### src/clh_pkg.sv
package clh_pkg;

  localparam int TICK_BITS     = 32;
  localparam int BACKOFF_STEPS = 6;
  localparam int CFG_BITS      = 16;
  localparam int COUNT_BITS    = 32;
  localparam int QUEUE_DEPTH   = 4;
  localparam int QUEUE_PTR_BITS = $clog2(QUEUE_DEPTH);

  localparam logic [2:0] BACKOFF_LAST = 3'(BACKOFF_STEPS - 1);

  // action codes on the input channel
  typedef enum logic [1:0] {
    ACT_FRAME = 2'd0,
    ACT_ERROR = 2'd1,
    ACT_POLL  = 2'd2
  } action_t;

  // configuration register indexes
  typedef enum logic [1:0] {
    REG_DEGRADED_QUIET = 2'd0,
    REG_DEGRADED_RX    = 2'd1,
    REG_PROBE_RX       = 2'd2,
    REG_PROBE_QUIET    = 2'd3
  } reg_index_t;

  // classified event as it travels from front to back
  typedef struct packed {
    action_t               kind;
    logic [TICK_BITS-1:0]  tick;
    logic                  bus_off;
    logic                  err_passive;
  } item_t;

  // head of the queue as seen by the back end
  typedef struct packed {
    logic  valid;
    item_t item;
  } head_t;

  // recovery backoff in ticks, saturating at the longest entry
  function automatic logic [TICK_BITS-1:0] backoff_ticks(input logic [2:0] step);
    logic [TICK_BITS-1:0] ticks;
    case (step)
      3'd0:    ticks = TICK_BITS'(25);
      3'd1:    ticks = TICK_BITS'(50);
      3'd2:    ticks = TICK_BITS'(100);
      3'd3:    ticks = TICK_BITS'(200);
      3'd4:    ticks = TICK_BITS'(500);
      default: ticks = TICK_BITS'(1000);
    endcase
    return ticks;
  endfunction

endpackage

### src/clh_front.sv
module clh_front (
  input  logic                          in_valid,
  output logic                          in_ready,
  input  logic [1:0]                    action,
  input  logic [clh_pkg::TICK_BITS-1:0] tick,
  input  logic                          bus_off_event,
  input  logic                          err_passive_event,
  input  logic                          q_full,
  output logic                          push,
  output clh_pkg::item_t                push_item
);

  logic keep;

  assign in_ready = !q_full;

  // unknown actions and error events with no flag change nothing: drop them here
  always_comb begin
    case (action)
      clh_pkg::ACT_FRAME: keep = 1'b1;
      clh_pkg::ACT_ERROR: keep = bus_off_event || err_passive_event;
      clh_pkg::ACT_POLL:  keep = 1'b1;
      default:            keep = 1'b0;
    endcase
  end

  assign push                  = in_valid && in_ready && keep;
  assign push_item.kind        = clh_pkg::action_t'(action);
  assign push_item.tick        = tick;
  assign push_item.bus_off     = bus_off_event;
  assign push_item.err_passive = err_passive_event;

endmodule

### src/clh_queue.sv
module clh_queue (
  input  logic           clk,
  input  logic           rst,
  input  logic           push,
  input  clh_pkg::item_t push_item,
  output logic           full,
  input  logic           pop,
  output clh_pkg::head_t head
);

  clh_pkg::item_t                       entries [clh_pkg::QUEUE_DEPTH];
  logic [clh_pkg::QUEUE_PTR_BITS-1:0]   wr_ptr;
  logic [clh_pkg::QUEUE_PTR_BITS-1:0]   rd_ptr;
  logic [clh_pkg::QUEUE_PTR_BITS:0]     count;

  assign full       = count == (clh_pkg::QUEUE_PTR_BITS+1)'(clh_pkg::QUEUE_DEPTH);
  assign head.valid = count != '0;
  assign head.item  = entries[rd_ptr];

  always_ff @(posedge clk) begin
    if (push) begin
      entries[wr_ptr] <= push_item;
    end
  end

  always_ff @(posedge clk) begin
    if (rst) begin
      wr_ptr <= '0;
      rd_ptr <= '0;
      count  <= '0;
    end else begin
      if (push) begin
        wr_ptr <= wr_ptr + 1'b1;
      end
      if (pop) begin
        rd_ptr <= rd_ptr + 1'b1;
      end
      case ({push, pop})
        2'b10:   count <= count + 1'b1;
        2'b01:   count <= count - 1'b1;
        default: count <= count;
      endcase
    end
  end

endmodule

### src/clh_back.sv
module clh_back (
  input  logic                           clk,
  input  logic                           rst,
  input  logic                           cfg_write,
  input  logic [1:0]                     cfg_index,
  input  logic [clh_pkg::CFG_BITS-1:0]   cfg_data,
  input  clh_pkg::head_t                 head,
  output logic                           pop,
  output logic                           out_valid,
  input  logic                           out_ready,
  output logic [2:0]                     link_state,
  output logic                           tx_enable,
  output logic                           release_init,
  output logic [clh_pkg::COUNT_BITS-1:0] bus_off_total,
  output logic [clh_pkg::COUNT_BITS-1:0] err_passive_total,
  output logic [2:0]                     backoff_index
);

  typedef enum logic [2:0] {
    MODE_UP           = 3'd0,
    MODE_DEGRADED     = 3'd1,
    MODE_BUS_OFF      = 3'd2,
    MODE_RECOVER_WAIT = 3'd3,
    MODE_PROBE        = 3'd4
  } mode_t;

  logic [clh_pkg::CFG_BITS-1:0]   degraded_quiet_ticks;
  logic [clh_pkg::CFG_BITS-1:0]   degraded_rx_window;
  logic [clh_pkg::CFG_BITS-1:0]   probe_rx_window;
  logic [clh_pkg::CFG_BITS-1:0]   probe_quiet_ticks;

  mode_t                          link_mode, link_mode_next;
  logic                           tx_allowed, tx_allowed_next;
  logic                           pending_bus_off, pending_bus_off_next;
  logic                           pending_err_passive, pending_err_passive_next;
  logic [clh_pkg::TICK_BITS-1:0]  last_rx_time, last_rx_time_next;
  logic [clh_pkg::TICK_BITS-1:0]  last_error_time, last_error_time_next;
  logic [clh_pkg::TICK_BITS-1:0]  recover_deadline, recover_deadline_next;
  logic [2:0]                     backoff_step, backoff_step_next;
  logic [clh_pkg::COUNT_BITS-1:0] bus_off_tally, bus_off_tally_next;
  logic [clh_pkg::COUNT_BITS-1:0] err_passive_tally, err_passive_tally_next;
  logic                           release_next;

  logic                           out_free;
  logic                           is_poll;
  logic [clh_pkg::TICK_BITS-1:0]  now;
  logic [clh_pkg::TICK_BITS-1:0]  err_age;
  logic [clh_pkg::TICK_BITS-1:0]  rx_age;

  assign out_free = !out_valid || out_ready;
  assign is_poll  = head.item.kind == clh_pkg::ACT_POLL;
  // frames and error events never wait for the output side
  assign pop      = head.valid && (!is_poll || out_free);
  assign now      = head.item.tick;
  assign rx_age   = now - last_rx_time;

  always_ff @(posedge clk) begin
    if (rst) begin
      degraded_quiet_ticks <= clh_pkg::CFG_BITS'(500);
      degraded_rx_window   <= clh_pkg::CFG_BITS'(500);
      probe_rx_window      <= clh_pkg::CFG_BITS'(50);
      probe_quiet_ticks    <= clh_pkg::CFG_BITS'(100);
    end else if (cfg_write) begin
      case (cfg_index)
        clh_pkg::REG_DEGRADED_QUIET: degraded_quiet_ticks <= cfg_data;
        clh_pkg::REG_DEGRADED_RX:    degraded_rx_window   <= cfg_data;
        clh_pkg::REG_PROBE_RX:       probe_rx_window      <= cfg_data;
        clh_pkg::REG_PROBE_QUIET:    probe_quiet_ticks    <= cfg_data;
        default: ;
      endcase
    end
  end

  always_comb begin
    link_mode_next           = link_mode;
    tx_allowed_next          = tx_allowed;
    pending_bus_off_next     = pending_bus_off;
    pending_err_passive_next = pending_err_passive;
    last_rx_time_next        = last_rx_time;
    last_error_time_next     = last_error_time;
    recover_deadline_next    = recover_deadline;
    backoff_step_next        = backoff_step;
    bus_off_tally_next       = bus_off_tally;
    err_passive_tally_next   = err_passive_tally;
    release_next             = 1'b0;
    err_age                  = '0;

    if (pop) begin
      case (head.item.kind)
        clh_pkg::ACT_FRAME: begin
          last_rx_time_next = now;
        end
        clh_pkg::ACT_ERROR: begin
          pending_bus_off_next     = pending_bus_off || head.item.bus_off;
          pending_err_passive_next = pending_err_passive || head.item.err_passive;
        end
        clh_pkg::ACT_POLL: begin
          // consume latched flags, bus-off first
          if (pending_bus_off) begin
            bus_off_tally_next   = bus_off_tally + 1'b1;
            last_error_time_next = now;
            tx_allowed_next      = 1'b0;
            link_mode_next       = MODE_BUS_OFF;
          end else if (pending_err_passive) begin
            err_passive_tally_next = err_passive_tally + 1'b1;
            last_error_time_next   = now;
            if (link_mode == MODE_UP) begin
              link_mode_next = MODE_DEGRADED;
            end
          end
          pending_bus_off_next     = 1'b0;
          pending_err_passive_next = 1'b0;
          err_age                  = now - last_error_time_next;

          // one step of the link state machine
          case (link_mode_next)
            MODE_UP: begin
              tx_allowed_next = 1'b1;
            end
            MODE_DEGRADED: begin
              tx_allowed_next = 1'b1;
              if (err_age > clh_pkg::TICK_BITS'(degraded_quiet_ticks) &&
                  rx_age < clh_pkg::TICK_BITS'(degraded_rx_window)) begin
                link_mode_next = MODE_UP;
              end
            end
            MODE_BUS_OFF: begin
              recover_deadline_next = now + clh_pkg::backoff_ticks(backoff_step);
              if (backoff_step < clh_pkg::BACKOFF_LAST) begin
                backoff_step_next = backoff_step + 1'b1;
              end
              link_mode_next = MODE_RECOVER_WAIT;
            end
            MODE_RECOVER_WAIT: begin
              tx_allowed_next = 1'b0;
              // plain compare, no wrap handling
              if (now >= recover_deadline) begin
                release_next         = 1'b1;
                link_mode_next       = MODE_PROBE;
                last_error_time_next = now;
              end
            end
            MODE_PROBE: begin
              tx_allowed_next = 1'b0;
              if (rx_age < clh_pkg::TICK_BITS'(probe_rx_window) ||
                  err_age > clh_pkg::TICK_BITS'(probe_quiet_ticks)) begin
                link_mode_next    = MODE_UP;
                tx_allowed_next   = 1'b1;
                backoff_step_next = '0;
              end
            end
            default: ;
          endcase
        end
        default: ;
      endcase
    end
  end

  always_ff @(posedge clk) begin
    if (rst) begin
      link_mode           <= MODE_UP;
      tx_allowed          <= 1'b0;
      pending_bus_off     <= 1'b0;
      pending_err_passive <= 1'b0;
      last_rx_time        <= '0;
      last_error_time     <= '0;
      recover_deadline    <= '0;
      backoff_step        <= '0;
      bus_off_tally       <= '0;
      err_passive_tally   <= '0;
      out_valid           <= 1'b0;
    end else begin
      link_mode           <= link_mode_next;
      tx_allowed          <= tx_allowed_next;
      pending_bus_off     <= pending_bus_off_next;
      pending_err_passive <= pending_err_passive_next;
      last_rx_time        <= last_rx_time_next;
      last_error_time     <= last_error_time_next;
      recover_deadline    <= recover_deadline_next;
      backoff_step        <= backoff_step_next;
      bus_off_tally       <= bus_off_tally_next;
      err_passive_tally   <= err_passive_tally_next;
      // result register, loaded only by a poll
      if (pop && is_poll) begin
        out_valid         <= 1'b1;
        link_state        <= link_mode_next;
        tx_enable         <= tx_allowed_next;
        release_init      <= release_next;
        bus_off_total     <= bus_off_tally_next;
        err_passive_total <= err_passive_tally_next;
        backoff_index     <= backoff_step_next;
      end else if (out_ready) begin
        out_valid <= 1'b0;
      end
    end
  end

  a_backoff_saturates: assert property (@(posedge clk) disable iff (rst)
    backoff_step <= clh_pkg::BACKOFF_LAST)
    else $error("backoff step past last table entry");

  a_release_enters_probe: assert property (@(posedge clk) disable iff (rst)
    out_valid && release_init |-> link_state == MODE_PROBE)
    else $error("release pulse without probe state");

  a_no_tx_in_recovery: assert property (@(posedge clk) disable iff (rst)
    out_valid && (link_state == MODE_RECOVER_WAIT || link_state == MODE_PROBE)
    |-> !tx_enable)
    else $error("tx enabled during recovery");

  a_bus_off_counted: assert property (@(posedge clk) disable iff (rst)
    pop && is_poll && pending_bus_off |=> bus_off_tally == $past(bus_off_tally) + 1'b1)
    else $error("bus-off poll not counted");

endmodule

### src/can_link_health_recovery_fsm.sv
// path: a poll is queued, popped at the head once the output is free, then registered
// throughput: one event per cycle while the queue has room; a 4-entry queue between
//   classifier and state logic absorbs output stalls, and frame/error events drain
//   even while a result waits
// reset: synchronous active-high rst returns the link to up with tx off, clears
//   latched flags, times, backoff step and counters, and loads register defaults
module can_link_health_recovery_fsm (
  input  logic                           clk,
  input  logic                           rst,

  // configuration write port
  input  logic                           cfg_write,
  input  logic [1:0]                     cfg_index,
  input  logic [clh_pkg::CFG_BITS-1:0]   cfg_data,

  // event channel
  input  logic                           in_valid,
  output logic                           in_ready,
  input  logic [1:0]                     action,
  input  logic [clh_pkg::TICK_BITS-1:0]  tick,
  input  logic                           bus_off_event,
  input  logic                           err_passive_event,

  // poll result channel
  output logic                           out_valid,
  input  logic                           out_ready,
  output logic [2:0]                     link_state,
  output logic                           tx_enable,
  output logic                           release_init,
  output logic [clh_pkg::COUNT_BITS-1:0] bus_off_total,
  output logic [clh_pkg::COUNT_BITS-1:0] err_passive_total,
  output logic [2:0]                     backoff_index
);

  // front to queue
  logic           q_full;
  logic           push;
  clh_pkg::item_t push_item;

  // queue to back
  logic           pop;
  clh_pkg::head_t head;

  // classifier: takes every transfer while the queue has room, drops no-op events
  clh_front u_front (
    .in_valid          (in_valid),
    .in_ready          (in_ready),
    .action            (action),
    .tick              (tick),
    .bus_off_event     (bus_off_event),
    .err_passive_event (err_passive_event),
    .q_full            (q_full),
    .push              (push),
    .push_item         (push_item)
  );

  // short queue so the front keeps accepting while a poll result is stalled
  clh_queue u_queue (
    .clk       (clk),
    .rst       (rst),
    .push      (push),
    .push_item (push_item),
    .full      (q_full),
    .pop       (pop),
    .head      (head)
  );

  // link state machine, counters and result register
  clh_back u_back (
    .clk               (clk),
    .rst               (rst),
    .cfg_write         (cfg_write),
    .cfg_index         (cfg_index),
    .cfg_data          (cfg_data),
    .head              (head),
    .pop               (pop),
    .out_valid         (out_valid),
    .out_ready         (out_ready),
    .link_state        (link_state),
    .tx_enable         (tx_enable),
    .release_init      (release_init),
    .bus_off_total     (bus_off_total),
    .err_passive_total (err_passive_total),
    .backoff_index     (backoff_index)
  );

endmodule

### config.mk
export PLATFORM = sky130hd
export DESIGN_NAME = can_link_health_recovery_fsm
export DESIGN_NICKNAME = d
export VERILOG_FILES = /design/src/clh_pkg.sv /design/src/clh_front.sv /design/src/clh_queue.sv /design/src/clh_back.sv /design/src/can_link_health_recovery_fsm.sv
export SDC_FILE = /design/constraint.sdc
export NUM_CORES = 1
export LEC_CHECK = 0
export BUFFER_PORTS_ARGS = -buffer_cell sky130_fd_sc_hd__buf_2
export CAP_MARGIN = 30
export CORE_UTILIZATION = 55
export DETAILED_ROUTE_END_ITERATION = 6
export PLACE_DENSITY = 0.78
export SLEW_MARGIN = 20
export SYNTH_ARGS = -nofsm -noshare
export SYNTH_HDL_FRONTEND = slang
export SYNTH_SLANG_ARGS = --single-unit
### constraint.sdc
create_clock -name clk -period 14.9 [get_ports clk]
set_input_delay 2.98 -clock clk [delete_from_list [all_inputs] [get_ports clk]]
set_output_delay 2.98 -clock clk [all_outputs]
set_load 0.01 [all_outputs]
==> impl_metrics.py <==
metrics = {
    "sta": {
        "clock_skew_ps": 16.1,
        "tightest_slew_ps": 964,
        "timing.final.hold_violations": 0,
        "hold_ws_ps": 452,
        "rsz0062_at_grt": "false",
        "finalSetupTns_ps": 0,
        "finalCriticalPeriod_ps": 5950,
        "max_clock_freq_ghz": 0.168,
        "slew_viol_final": 0,
        "setup_viol": 0,
        "period_share_pct": 39.9,
        "slew_headroom_pct": 35.7,
    },
    "critical_path": {
        "required_ps": 15350,
        "critPathLaunchType": "register",
        "r2r_cells": 22,
        "crit_path_end_kind": "register",
        "path_class": "register to register",
        "crit_fanout": 36,
        "arrival_ps": 6400,
    },
    "cts": {
        "clock_path_buffers": 3,
        "cts_resized": 0,
        "hold_buffers": 0,
        "numCtsBuffers": 49,
        "clk_pin_slew_ps": 70,
        "cts_tree": "done",
        "clock_sink_count": 459,
        "clockRootBuffer": "clkbuf_16",
        "post_cts_buffers": 0,
        "cts-htree-levels": 2,
        "insertion_delay_ps": 590,
    },
    "floorplanning": {
        "ios": 133,
        "start_util_pct": 56.2,
        "die_h_um": 213,
        "rows": 76,
        "die_w_um": 213,
        "die_area_um2": 45200,
        "design.core.area_um2": 43500,
    },
    "yosys": {
        "yosysSeqAreaShare_pct": 46.5,
        "avgSynthCellArea_um2": 10.0,
        "ys.flop_type": "dfxtp_1",
        "synth.top_cell.area_share_pct": 26.6,
        "yosys_warnings": 0,
        "synth_cells": 2436,
        "yosysTopAreaCell": "edfxtp_1",
        "ys_ff_latch": 459,
        "synth_edf_count": 216,
        "syn_nets": 2679,
        "async_flop_share_pct": 0,
        "synth_area_um2": 24400,
        "synth_area_leaders": "edfxtp_1 27%, dfxtp_1 20%, ha_1 9.2%, nand2_1 4.4%, a21oi_1 4.2%",
        "ys_types": 90,
    },
    "finish": {
        "n_antenna_cell": 0,
        "multi_input_area_um2": 12000,
        "area.sequential_um2": 11400,
        "areaGrowthSynthToFinish_pct": 11.7,
        "nNetsFinal": 2777,
        "fillers": 3435,
        "drive_gt1_share_pct": 12.1,
    },
    "global_route": {
        "antenna_found_initial": 0,
        "grt_max_degree": 89,
        "grt_first_pass_wirelength_mm": 90.3,
        "grt.overflow.total": 0,
        "grt_use_total_pct": 25.3,
        "grt_pass1_vias": 17857,
    },
    "job": {
        "maxCapViolCount": 0,
    },
    "detailed_routing": {
        "wl_per_cell_um": 18.1,
        "top_layer": "met4",
        "dr_total_vias": 18320,
        "wirelength_mm": 57.1,
        "drc": 0,
        "dr.pass1.iters": 6,
        "met1_length_mm": 24.0,
        "ant_nets": 0,
        "wl_met3_mm": 3.43,
        "viasPerCell": 5.80,
        "met2_length_mm": 27.6,
        "drt-initial-drc-count": 1344,
    },
    "worst_hold_path": {
        "whs_path_depth": 2,
        "hold_path_class": "register to register",
    },
    "placed_design": {
        "place_congestion": 0.938,
        "dpl.hpwl_mm": 41.5,
        "io_buffers": 132,
    },
    "pwr": {
        "p_leak_nw": 10.4,
        "ir_drop_mv": 0.140,
        "pwr_density_cell_nw_per_um2": 225,
    },
    "run_status": {
        "status": "complete, no violations",
    },
}
[cells in the final DEF, fill, tap and decap left out, types with 7 or more instances in the layout]
cell type / synthesis / final
or2_2: 10 / 10
nor2b_1: 17 / 17
nand4_1: 41 / 41
xor2_1: 54 / 54
mux2i_1: 65 / 65
a31oi_1: 8 / 8
ha_1: 180 / 180
and3_1: 37 / 37
nand3_1: 50 / 50
a211oi_1: 35 / 35
bufinv_16: 0 / 8
a21o_1: 39 / 39
a21oi_1: 203 / 203
mux4_2: 36 / 36
or3_1: 7 / 7
clkbuf_1: 81 / 17
dfxtp_1: 243 / 242
nand2_1: 289 / 289
buf_4: 3 / 18
o21a_1: 19 / 19
o211ai_1: 29 / 29
edfxtp_1: 216 / 216
inv_1: 171 / 170
nor3_1: 25 / 25
nor2_1: 164 / 160
buf_2: 11 / 131
o21ai_0: 75 / 75
xnor2_1: 79 / 79
and2_1: 85 / 85
nand2b_1: 17 / 17
clkbuf_16: 0 / 51
[worst max-delay path: stages (launching register included)]
cell and delay, ps:
dfxtp_1 320, buf_4 430, mux4_2 470, inv_1 170, o21ai_0 120, ha_1 220
fa_1 410, nand2b_1 190, a21oi_1 370, nor2_1 90, o21ai_0 320, xor2_1 340
ha_1 310, a21o_1 170, a21oi_1 130, o21ai_0 100, a21o_1 180, a21oi_1 140
o31ai_1 130, a2111oi_4 550, o211ai_4 180, nor3_4 260, o31a_1 180
[flip-flops by register name, indices dropped and copies added, names as in the netlist, 2 cells and up, named ones only]
name                         cells
u_back.probe_quiet_ticks        16
u_back.probe_rx_window          16
u_back.link_mode                 3
u_back.last_error_time          32
u_back.err_passive_total        32
u_back.err_passive_tally        32
u_back.link_state                3
u_back.bus_off_total            32
u_queue.wr_ptr                   2
u_queue.count                    3
u_back.degraded_quiet_ticks     16
u_queue.rd_ptr                   2
u_back.recover_deadline         32
u_queue.entries                144
u_back.backoff_index             3
u_back.degraded_rx_window       16
u_back.bus_off_tally            32
u_back.backoff_step              3
u_back.last_rx_time             32
[final timing paths]
kind	slack, ps	to	from
max	8950	u_back.backoff_index[0]	register
min	450	u_back.recover_deadline[4]	u_back.recover_deadline[4]
max reg2reg	8950	u_back.backoff_index[0]	register
min reg2reg	450	u_back.recover_deadline[4]	u_back.recover_deadline[4]
[cell usage after synthesis (all sizes together), types with 6 or more instances]
master / instances
o21a: 19
nand3: 50
a21o: 39
o21ai: 82
xor2: 54
or3: 7
and3: 37
a31oi: 9
dfxtp: 243
a211oi: 37
xnor2: 79
ha: 180
mux2i: 65
o31a: 6
nor2b: 17
nand4: 41
a21oi: 205
nand2: 290
nor2: 164
mux4: 36
o2111ai: 6
o211ai: 30
and2: 86
nand2b: 17
edfxtp: 216
nor3: 26
inv: 171
buf: 22
clkbuf: 82
nor4: 7
mux2: 6
a21boi: 9
or2: 12
[metrics by stage]
stage               worst slack, ps  instance area (µm²)  std cells  utilization (%)  total power [mW]
floorplan                      7970                24400       2436                -              3.99
global placement               9010                25500       3065             58.7              4.73
detailed placement             8990                25500       3067             58.8              4.80
CTS                            8920                27200       3158             62.7              6.11
global route                   8560                27300       3159             62.7              6.56
finish                         8950                27300       3159             62.7              6.13
[where the power goes]
| group | leakage (nW) | internal, mW | switching, mW | total [mW] |
|---|---|---|---|---|
| clock network | 0.813 | 0.780 | 0.500 | 1.28 |
| registers | 3.94 | 1.43 | 0.0546 | 1.48 |
| logic | 5.61 | 1.32 | 2.05 | 3.37 |
| total | 10.4 | 3.53 | 2.60 | 6.13 |
[per-layer routing]
| layer | up-vias | track usage, % |
|---|---|---|
| li1 | 8852 | - |
| met5 | - | 0 |
| met3 | 130 | 4.31 |
| met2 | 576 | 43.7 |
| met1 | 8762 | 31.3 |
| met4 | 0 | 10.5 |
[kinds of logic (layout without fill, tap and decap cells)]
family | Yosys count | count (layout) | synth area share, %
AND/OR/NAND/NOR | 776 | 776 | 15.2
AO/OA/AOI/OAI | 502 | 502 | 13.3
flip-flops | 459 | 459 | 46.5
buffers and inverters | 275 | 413 | 4.43
adder cells (fa/ha/maj) | 184 | 184 | 9.56
XOR/XNOR | 133 | 133 | 4.77
multiplexers | 107 | 107 | 6.27
[final cells by class]
| class | instances | area share (%) |
|---|---|---|
| clock buffer | 70 | 5.02 |
| clock inverter | 21 | 1.23 |
| inverter | 171 | 2.35 |
| multi-input combinational | 1702 | 44.1 |
| sequential | 459 | 41.6 |
| tap | 585 | 2.68 |
| timing repair buffer | 151 | 3.03 |
No activity file was read; power rests on OpenSTA's default activity.
